**config.mk**
```make
export PLATFORM = sky130hd
export DESIGN_NAME = dwsc_mac
export DESIGN_NICKNAME = d
export VERILOG_FILES = /design/src/sv/dwsc_pkg.sv /design/src/sv/dwsc_mac.sv
export SDC_FILE = /design/constraint.sdc
export NUM_CORES = 1
export LEC_CHECK = 0
export ABC_AREA = 1
export BUFFER_PORTS_ARGS = -buffer_cell sky130_fd_sc_hd__buf_4
export CELL_PAD_IN_SITES_DETAIL_PLACEMENT = 1
export CELL_PAD_IN_SITES_GLOBAL_PLACEMENT = 2
export CORE_MARGIN = 2
export CORE_UTILIZATION = 35
export CTS_BUF_LIST = sky130_fd_sc_hd__clkbuf_16
export DETAILED_ROUTE_END_ITERATION = 10
export GPL_ROUTABILITY_DRIVEN = 0
export PLACE_DENSITY_LB_ADDON = 0.25
export SKIP_CTS_REPAIR_TIMING = 1
export SYNTH_ARGS = -nofsm -noshare
export SYNTH_HDL_FRONTEND = slang
export SYNTH_SLANG_ARGS = --single-unit
```
**constraint.sdc**
```tcl
create_clock -name clk -period 5.85 [get_ports clk]
set_input_delay 0.2925 -clock clk [delete_from_list [all_inputs] [get_ports clk]]
set_output_delay 0.2925 -clock clk [all_outputs]
set_load 0.005 [all_outputs]
```
**src/sv/dwsc_pkg.sv**
```systemverilog
`timescale 1ns / 1ps
package dwsc_pkg;

  localparam int MAX_DELAY_DEF = 1024;
  localparam int SAMPLE_W_DEF  = 24;

  localparam int COEF_W    = 16;
  localparam int GAIN_W    = 17;
  localparam int DLEN_W    = 11;
  localparam int FRAC_BITS = 16;
  localparam int COEF_BITS = 14;
  localparam int COEF_ONE  = 16384;
  localparam int QUOT_W    = 16;
  localparam int CNT_W     = 4;

  localparam int CFG_IDX_W  = 2;
  localparam int CFG_DATA_W = 16;

  localparam logic [CFG_IDX_W-1:0] CFG_END_B     = 2'd0;
  localparam logic [CFG_IDX_W-1:0] CFG_DELAY_LEN = 2'd1;

  localparam logic FUNC_POP  = 1'b0;
  localparam logic FUNC_PUSH = 1'b1;

  localparam logic [DLEN_W-1:0] DLEN_RESET = 11'd1024;

  typedef enum logic [12:0] {
    S_CLR  = 13'b0000000000001,
    S_IDLE = 13'b0000000000010,
    S_MOD  = 13'b0000000000100,
    S_RD   = 13'b0000000001000,
    S_CB   = 13'b0000000010000,
    S_CF   = 13'b0000000100000,
    S_DIV  = 13'b0000001000000,
    S_FIX  = 13'b0000010000000,
    S_MULA = 13'b0000100000000,
    S_MULB = 13'b0001000000000,
    S_MULW = 13'b0010000000000,
    S_OUT  = 13'b0100000000000,
    S_WR   = 13'b1000000000000
  } state_t;

endpackage

```
**src/sv/dwsc_mac.sv**
```systemverilog
`timescale 1ns / 1ps
module dwsc_mac
  import dwsc_pkg::*;
#(
  parameter int SW = SAMPLE_W_DEF
) (
  input  logic                     clk,
  input  logic                     load,
  input  logic signed [SW-1:0]     a,
  input  logic signed [GAIN_W-1:0] b,
  input  logic signed [SW-1:0]     c,
  output logic signed [SW-1:0]     y
);

  localparam int PW = SW + GAIN_W;
  localparam int TW = PW + 2;
  localparam logic signed [TW-1:0] SMAX = {{(TW-SW+1){1'b0}}, {(SW-1){1'b1}}};
  localparam logic signed [TW-1:0] SMIN = ~SMAX;
  localparam logic signed [TW-1:0] HALF = TW'(1 << (COEF_BITS-1));

  logic signed [PW-1:0] prod_r;
  logic signed [SW-1:0] add_r;
  logic signed [TW-1:0] rnd;
  logic signed [TW-1:0] sum;

  always_ff @(posedge clk) begin
    if (load) begin
      prod_r <= a * b;
      add_r  <= c;
    end
  end

  // round half up at bit 14, add, saturate
  always_comb begin
    rnd = (TW'(prod_r) + HALF) >>> COEF_BITS;
    sum = rnd + TW'(add_r);
    if (sum > SMAX) begin
      y = SMAX[SW-1:0];
    end else if (sum < SMIN) begin
      y = SMIN[SW-1:0];
    end else begin
      y = sum[SW-1:0];
    end
  end

endmodule

```
==> results by stage <==
Synthesis:
- The number of nets in the synthesized netlist is between 3000 and 4000.
- The synthesized netlist contains just over 40 unique library cells.
- The mapped netlist covers a little under 20000 µm².
- The share of synthesized area occupied by flip-flops and latches is 8.04%.
- In the synthesized netlist the dominant register cell turns out to be sky130_fd_sc_hd__edfxtp_1.
- In this run, synthesis produced a sequential element count of 52.
- For this run, asynchronously set or reset flops after synthesis account for 0%.
- The synthesized instance count is 2522.
- For this run, the number of Yosys warnings is 0.
- The number of enable-type register cells in the synthesized netlist is 52.
- Dividing the synthesized area by the synthesized cell count gives 7.70 µm².

Critical path:
- The kind of start point of the critical path is an input port.
- Walking the worst path, the cells encountered are buf_4 -> nand2_1 -> inv_1 -> fa_1 -> fa_1 -> inv_1 -> fa_1 -> inv_1 -> fa_1 -> fa_1 -> inv_1 -> fa_1 -> inv_1 -> ha_1 -> nand2_1 -> o21ai_0 -> inv_1 -> o21ai_0 -> buf_4 -> a21oi_1 -> xnor2_1.
- The cell family with the largest share of critical-path delay is adder cells.
- The critical path data required time is a little under 6 ns.
- The type of element capturing the critical path is a flop.
- The start-to-end type of the worst setup path is input port to flop.
- The maximum cell stage delay along the critical path is 0.56 ns.
- The critical path's slowest cell is sky130_fd_sc_hd__fa_1.
- The endpoint arrival time on the critical path is approximately 5.7 ns.
- Counting both buffers and inverters, the worst setup path holds a total of 8.
- The largest fanout of any net on the critical path is 12.

CTS:
- The buffer type at the clock tree root is sky130_fd_sc_hd__clkbuf_16.
- TritonCTS built the clock tree.
- CTS saw 52 sinks.
- The clock edge transition at the registers on the reported setup and hold paths is 0.08 ns.
- The H-tree was split into 2 levels.
- The maximum buffer depth of the clock tree is 2.
- The number of CTS-inserted buffers is 5.

Outcome:
- The flow ran to the end, and the final reports show no timing, DRC or antenna violations.

Cells and area:
- Compared with the post-synthesis result, the final layout area differs by 11.6%.
- The count of inserted antenna diode cells is 0.
- Fill cells in the final layout number 6785.
- The area of all placed cells without fillers is 21700 µm².
- The library cells used most frequently in the layout, excluding fill and tap cells, are 728 x sky130_fd_sc_hd__inv_1, 673 x sky130_fd_sc_hd__nand2_1, 400 x sky130_fd_sc_hd__fa_1.
- At the end of the flow, the number of nets in the layout was 3226.
- The fraction of layout cells with a size suffix above 1 is under 10%.
- The most common library cell in the layout ignoring fill and taps is sky130_fd_sc_hd__inv_1.

Timing:
- The shortest period the worst path allows is 5.57 ns.
- The total count of hold-check failures in the final report came to 0.
- Setup violations remaining at the end of the flow were counted as 0.
- For the pin with the worst max-slew slack, the measured transition is 0.765 ns.
- The worst path uses a little over nine tenths of the clock period.
- Setup slack on the critical path of the routed design comes to 0.283 ns.
- The worst max-slew margin expressed relative to the limit is between 40% and 50%.
- The final worst hold slack is 0.154 ns.
- The maximum clock rate is 180 MHz.
- Setup repair after global routing could not meet its margin everywhere.
- The total count of max-transition violations in the final report is 0.

Routing:
- The number of vias after detailed routing is 15600.
- The total length of routed wires is 56.1 mm.
- The count of routing violations after the opening detailed-route iteration is 510.
- The number of vias per cell after detailed routing is 4.60.
- The per-cell routed wire length is around 17 µm.
- The remaining routing DRC violations is 0.
- The number of nets with antenna violations after routing is 0.
- The number of detailed-routing iterations run before antenna repair is 5.

GRT:
- The initial antenna violation count is 0.
- The largest net degree at the start of global routing is between 50 and 60.
- The number of global-route vias before repair is approximately 18000.
- For this run, the total global-route usage over all layers was measured as between 20% and 30%.
- The first global-routing pass estimated 94.3 mm of wire.
- The total overflow left after global routing is 0.

Floorplan:
- The height of the die is 240 µm.
- The die covers 57400 µm².
- The number of rows in the core area is 86.
- After floorplanning, the core was sized to cover 55000 µm².
- The count of boundary I/O pins is around 90.
- The die is 240 µm wide.
- For this configuration, the core starts out at a cell density of approximately a third.

Placed design:
- In this run the cell area measured after placement is ~21000 µm².
- At the placement stage, the worst setup path has a slack of -0.188 ns.
- The detailed placement HPWL is around 51 mm.
- The count of buffers inserted at the top-level ports is 90.

Flow run:
- Across the run, the number of max-cap violations was 0.

Min path:
- The worst hold path belongs to the class input port to flop.
-- final cells by class --
type	instances	area [µm²]	area share, %
inverters	731	2750	12.7
multi-input cells	1654	14800	68.2
clock inverters	3	25.0	0.116
well taps	748	936	4.32
clock buffers	5	125	0.578
repair buffers	190	1490	6.87
flip-flops and latches	52	1560	7.21
-- state kept, by name, indices dropped and copies added (netlist names) --
register  cells
prod_r       28
add_r        24
-- per-stage QoR --
stage	instances	setup TNS (ns)	utilization [%]
5_1_grt	3383	-0.0157	39.4
4_1_cts	3381	0	39.3
3_5_place_dp	3373	-1.01	39.0
6_report	3383	0	39.4
3_3_place_gp	3373	-0.366	39.0
2_1_floorplan	2522	0	-
-- final timing paths --
| kind | from | endpoint | slack, ns | depth (start not counted) |
|---|---|---|---|---|
| setup / recovery | b[2] | prod_r[26] | 0.28 | 21 |
| hold / removal | c[13] | add_r[13] | 0.15 | 1 |
-- cells in the mapped netlist (all sizes together), types with 5 or more instances --
cell,number,area share [%]
clkbuf,81,1.6
nand3,46,1.3
o21bai,8,0.31
nand4,8,0.26
edfxtp,52,8.0
nor3,19,0.63
a21oi,71,1.8
nor2,134,2.7
nand2,681,13
ha,124,8.0
fa,401,41
xor2,45,2.0
nor4,8,0.39
o21ai,32,0.84
inv,731,14
a21o,12,0.46
a31oi,5,0.16
xnor2,33,1.5
-- kinds of logic (layout without fill, tap and decap cells) --
| logic type | Yosys count | in the layout | share of synthesized area (%) |
|---|---|---|---|
| adder cells (fa/ha/maj) | 525 | 525 | 49.3 |
| XOR/XNOR | 78 | 78 | 3.52 |
| AO/OA/AOI/OAI | 144 | 144 | 4.26 |
| buffers and inverters | 816 | 929 | 15.9 |
| flip-flops | 52 | 52 | 8.04 |
| AND/OR/NAND/NOR | 907 | 907 | 18.9 |
-- metal layers --
| layer | GRT usage, % | vias to the layer above | wire (µm) |
|---|---|---|---|
| met3 | 0.818 | 28 | 902 |
| met1 | 27.2 | 7949 | 26000 |
| met4 | 2.41 | 0 | 568 |
| met2 | 38.7 | 139 | 28600 |
| li1 | - | 7441 | - |
| met5 | 0 | - | 0 |
Power is left out: the tool's default activity adds up to more than one toggle a clock period on the data nets, which glitch-free logic cannot reach.
