==> config.mk <==
export PLATFORM = sky130hd
export DESIGN_NAME = dwsc_step
export DESIGN_NICKNAME = d
export VERILOG_FILES = /design/src/sv/dwsc_step.sv
export SDC_FILE = /design/constraint.sdc
export NUM_CORES = 1
export LEC_CHECK = 0
export ABC_AREA = 1
export BUFFER_PORTS_ARGS = -buffer_cell sky130_fd_sc_hd__buf_2
export CAP_MARGIN = 10
export CORE_MARGIN = 1.5
export CORE_UTILIZATION = 40
export DETAILED_ROUTE_END_ITERATION = 8
export PLACE_DENSITY = 0.73
export SYNTH_ARGS = -nofsm -noshare
export SYNTH_HDL_FRONTEND = slang
export SYNTH_SLANG_ARGS = --single-unit
export TNS_END_PERCENT = 50
==> constraint.sdc <==
create_clock -name vclk -period 2.4
set_input_delay 0.48 -clock vclk [all_inputs]
set_output_delay 0.48 -clock vclk [all_outputs]
set_load 0.005 [all_outputs]
==> src/sv/dwsc_step.sv <==
`timescale 1ns / 1ps
module dwsc_step #(
  parameter int DW = 26
) (
  input  logic [DW-1:0] rem_in,
  input  logic [DW-1:0] divisor,
  input  logic          bit_in,
  output logic [DW-1:0] rem_out,
  output logic          q_bit
);

  // one restoring shift-subtract step
  logic [DW:0] trial;
  logic [DW:0] diff;

  always_comb begin
    trial = {rem_in, bit_in};
    diff  = trial - {1'b0, divisor};
    q_bit = (trial >= {1'b0, divisor});
    rem_out = q_bit ? diff[DW-1:0] : trial[DW-1:0];
  end

endmodule

==> flow_metrics.tcl, run 1 <==
set metrics [dict create \
    dieHeight_um 81.5 \
    seqCellArea_um2 0 \
    worstPathRequired_ps 1920 \
    worst_pin_slew_ps 334 \
    initial_core_util_pct 41.4 \
    critPathLaunchType "primary input" \
    post_drt_wl_per_cell_um 16.5 \
    via_per_inst 5.52 \
    ant_nets 0 \
    place_ws_ps -336 \
    violations "negative setup slack" \
    antennaDiodeCount 0 \
    grt-ovfl-total 0 \
    die-area_um2 6650 \
    portBuffers 80 \
    syn_area_um2 2470 \
    status "complete, but fails checks" \
    ys_seq_area_share_pct 0 \
    synth_warnings 0 \
    totalWireLength_mm 12.1 \
    area_delta_synth_final_pct 85.3 \
    worstPathMaxFanout 13 \
    path_class "in2out" \
    use_met2_pct 55.0 \
    nFillCells 382 \
    num-nets-final 743 \
    slew_headroom_pct 77.6 \
    power_per_cell_area_nw_per_um2 290 \
    min_path_type "in2out" \
    use_met3_pct 1.44 \
    grt_pass1_wl_mm 15.7 \
    dr.pass1.iters 5 \
    avgSynthCellArea_um2 4.95 \
    drv_cap 0 \
    design.seq.count 0 \
    endpoint_kind "output port" \
    antenna_found_initial 0 \
    synth_nets 578 \
    grt_start_max_net_pins 14 \
    setup_viol 27 \
    busiest_layer "met2" \
    hold_viol 0 \
    die_x_um 81.5 \
    ys_types 31 \
    clkbuf_count 0 \
    fin_crit_ps 2720 \
    layout_setup_ws_ps -319 \
    rows 28 \
    power.total_mw 1.32 \
    drive_gt1_share_pct 52.5 \
    core_um2 5960 \
    grt_usage_pct 29.8 \
    drt-initial-drc-count 354 \
    slew_viol_final 0 \
    dp_hpwl_mm 6.80 \
    hold_buffers 0 \
    place.gp.congestion 0.923 \
    syn-instance-count 498 \
    max_freq_mhz 368 \
    final_common_cell "nand2_1" \
    num_vias 4064 \
    num_io_pins 80 \
    grt_use_met1_pct 37.3 \
    rsz0062_at_grt "yes" \
    grt_pass1_vias 3568 \
    p_leak_nw 2.61 \
    mostFrequentLayoutCells "nand2_1 (130), inv_1 (98), buf_4 (85)" \
    timing.final.crit_share_pct 113 \
    cp_data_arrival_time_ps 2240 \
    ir_worst_vdd_mv 0.146 \
    drc 0 \
]
[routing by layer]
layer  up-vias  part of all wire, %
li1       1833                    -
met1      1888                   38
met2       262                   48
met3        81                  8.4
met4         0                  6.0
met5         -                    0
[power breakdown]
part / internal, mW / switching, mW / total (mW)
clock network: 0 / 0 / 0
logic: 0.626 / 0.698 / 1.32
registers: 0 / 0 / 0
total: 0.626 / 0.698 / 1.32
[path summary, 6_finish.rpt]
kind        start          to  depth (start not counted)
max   divisor[12]  rem_out[7]                         16
min     rem_in[5]  rem_out[6]                          4
[critical path, cell delays in order]
cell and delay, ps:
buf_6 100, inv_4 50, ha_4 210, nand2_1 100
nand2_1 110, nand2_2 100, nand2_2 60, nand2_2 60
nand2_2 70, a21oi_4 190, nand3_4 110, buf_12 160
buf_12 150, nand2_2 90, o21ai_4 50, buf_2 130
[synthesized netlist by cell type, types with 2 or more instances]
library cell  instances  area [µm²]
nand2_1             196         736
inv_1               122         458
nand3_1              28         140
nor2_1               27         101
ha_1                 26         325
nand4_1              18         113
a21oi_1              12        60.1
xor2_1               12         105
o21ai_1               9        45.0
nor2_2                7        43.8
inv_2                 5        18.8
nand3b_1              5        37.5
o21ai_2               5        43.8
nand2_2               4        25.0
buf_6                 3        33.8
buf_2                 2        10.0
o21ai_0               2        10.0
o21bai_1              2        15.0
[repair_timing]
| action | 4_1_cts | 5_1_grt |
|---|---|---|
| pin swaps | 43 | 50 |
| gates cloned | 2 | 1 |
| buffers inserted | 10 | 6 |
| hold endpoints to repair | 0 | 0 |
| resized for setup | 136 | 75 |
| endpoints found under the setup margin | 27 | 27 |
[cell families after synthesis]
kind of cell | count (synthesis) | synth area share (%)
compound gates | 31 | 7.71
fa+ha+maj | 27 | 14.0
buf+inv | 134 | 21.6
simple gates | 294 | 52.5
xor+xnor | 12 | 4.26
[per-stage QoR]
stage | instances | TNS, ps | cell area (µm²) | util (%) | hold WS (ps)
2_1_floorplan | 498 | 0 | 2470 | - | 1060
3_3_place_gp | 719 | -5600 | 3480 | 58.4 | 1280
3_5_place_dp | 719 | -6520 | 3480 | 58.4 | 1280
4_1_cts | 730 | -3340 | 4250 | 71.3 | 1270
5_1_grt | 736 | -8450 | 4570 | 76.8 | 1310
6_report | 736 | -7340 | 4570 | 76.8 | 1290
[final cells by class]
class,instances,area (µm²),area share (%)
Timing Repair Buffer,170,1310,28.6
Tap cell,75,93.8,2.05
Inverter,127,489,10.7
Multi-Input combinational cell,364,2680,58.6
(Power assumes the default switching activity.)
==> inputs of run 2 (changes only) <==
--- a/config.mk
+++ b/config.mk
@@ -9,9 +9,9 @@
 export BUFFER_PORTS_ARGS = -buffer_cell sky130_fd_sc_hd__buf_2
 export CAP_MARGIN = 10
 export CORE_MARGIN = 1.5
-export CORE_UTILIZATION = 40
+export CORE_UTILIZATION = 45
 export DETAILED_ROUTE_END_ITERATION = 8
-export PLACE_DENSITY = 0.73
+export PLACE_DENSITY = 0.71
 export SYNTH_ARGS = -nofsm -noshare
 export SYNTH_HDL_FRONTEND = slang
 export SYNTH_SLANG_ARGS = --single-unit
==> run 2 against run 1 <==
Global-route usage grew 4.7 points. Critical path depth shrank 2. Largest power group unchanged. Die area shrank 11%. Critical path type unchanged. Critical endpoint is now rem_out[8]. The flow still finishes with violations (negative setup slack). Combinational power is essentially flat. Final area grew 1.1%. Cell count grew 1.2%. First-iteration DRC count grew 25%. Wire length grew 11%. Setup slack lost 23 ps. Flip-flop and latch count is the same.
==> flow_metrics.tcl, run 2 (synthesis results as in run 1) <==
set metrics [dict create \
    worstSetupEndpoint "rem_out[8]" \
    die_x_um 77.0 \
    dieHeight_um 77.0 \
    post_drt_wl_per_cell_um 18.0 \
    grt-ovfl-total 0 \
    cp_data_arrival_time_ps 2260 \
    fin_crit_ps 2740 \
    place_ws_ps -302 \
    ir_worst_vdd_mv 0.180 \
    seqCellArea_um2 0 \
    power_per_cell_area_nw_per_um2 292 \
    die-area_um2 5940 \
    area_delta_synth_final_pct 87.5 \
    core_um2 5200 \
    grt_start_max_net_pins 13 \
    totalWireLength_mm 13.4 \
    layout_setup_ws_ps -342 \
    place.gp.congestion 0.922 \
    portBuffers 80 \
    num_io_pins 80 \
    dr.pass1.iters 6 \
    rsz0062_at_grt "yes" \
    worst_pin_slew_ps 300 \
    antenna_found_initial 0 \
    fin_util_pct 88.9 \
    tns_ps -6700 \
    hold_viol 0 \
    worstPathRequired_ps 1920 \
    num-nets-final 757 \
    grt_usage_pct 34.5 \
    violations "negative setup slack" \
    setup_viol 27 \
    status "complete, but fails checks" \
    drc 0 \
    rows 26 \
    initial_core_util_pct 47.4 \
    timing.final.crit_share_pct 114 \
    drv_cap 0 \
    dp_hpwl_mm 6.95 \
    grt_pass1_wl_mm 16.9 \
    critPathLaunch "rem_in[6]" \
    power.total_mw 1.35 \
    critPathLaunchType "primary input" \
    p_leak_nw 2.68 \
    slew_viol_final 0 \
    design.seq.count 0 \
    final_common_cell "nand2_1" \
    path_class "in2out" \
    endpoint_kind "output port" \
    clkbuf_count 0 \
    worstPathMaxFanout 4 \
    nFillCells 270 \
    min_path_type "in2out" \
    antennaDiodeCount 0 \
    multi_input_area_um2 2640 \
    drive_gt1_share_pct 50.7 \
    slew_headroom_pct 79.8 \
    drt-initial-drc-count 443 \
    ant_nets 0 \
    via_per_inst 5.77 \
    max_freq_mhz 365 \
    mostFrequentLayoutCells "nand2_1 (143), inv_1 (99), buf_4 (95)" \
    num_vias 4297 \
    grt_pass1_vias 3808 \
]
## run 2: changes by cell type in the layout (fill, tap and decap cells not counted), moves of 3 or more
cell / before / now
buf_6: 21 / 18
nand2_2: 60 / 44
buf_2: 58 / 63
nand2_4: 10 / 13
nor2_1: 16 / 19
nand2_1: 130 / 143
buf_4: 85 / 95
nor2_2: 12 / 7
## run 2: critical path: stages
cell	delay, ps
buf_2	120
ha_4	310
nand2_4	70
buf_4	140
inv_1	80
nand2_1	100
nand2_1	130
inv_1	60
nand2_2	100
buf_4	120
xor2_1	210
nand2_1	130
o21ai_2	80
buf_2	130
## run 2: area by class of cell
| class | instances | area share, % |
|---|---|---|
| multi-input combinational | 364 | 57.1 |
| inverter | 127 | 10.5 |
| tap | 70 | 1.89 |
| timing repair buffer | 184 | 30.5 |
## run 2: how the worst min path moves through the flow
stage	start	to	cells past startpoint
finish	bit_in	rem_out[0]	4
global route	bit_in	rem_out[0]	4
CTS	bit_in	rem_out[0]	4
detailed placement	rem_in[10]	rem_out[11]	4
global placement	rem_in[10]	rem_out[11]	4
floorplan	rem_in[9]	rem_out[10]	2
## run 2: metal layers
layer	vias up	GRT usage, %	part of all wire [%]
met4	0	11.1	7.5
met5	-	0	0
met1	1933	40.5	34
li1	1864	-	-
met2	371	64.6	47
met3	129	3.93	11
## run 2: power breakdown
group          internal (mW)  total [mW]  switching [mW]  leakage [nW]
Sequential                 0           0               0             0
Clock                      0           0               0             0
Combinational          0.634        1.35           0.719          2.68
## run 2: per-stage QoR
stage / hold WS, ps / cell area (µm²) / instances
2_1_floorplan: 1060 / 2470 / 498
3_3_place_gp: 1280 / 3540 / 723
3_5_place_dp: 1280 / 3540 / 723
4_1_cts: 1270 / 4240 / 739
5_1_grt: 1300 / 4630 / 745
6_report: 1280 / 4630 / 745
## run 2: timing repair
item | 4_1_cts | 5_1_grt
setup buffers | 15 | 5
gates cloned | 2 | 2
hold buffers | 0 | 0
pin swaps | 40 | 50
resized for setup | 93 | 98
endpoints found under the setup margin | 27 | 27
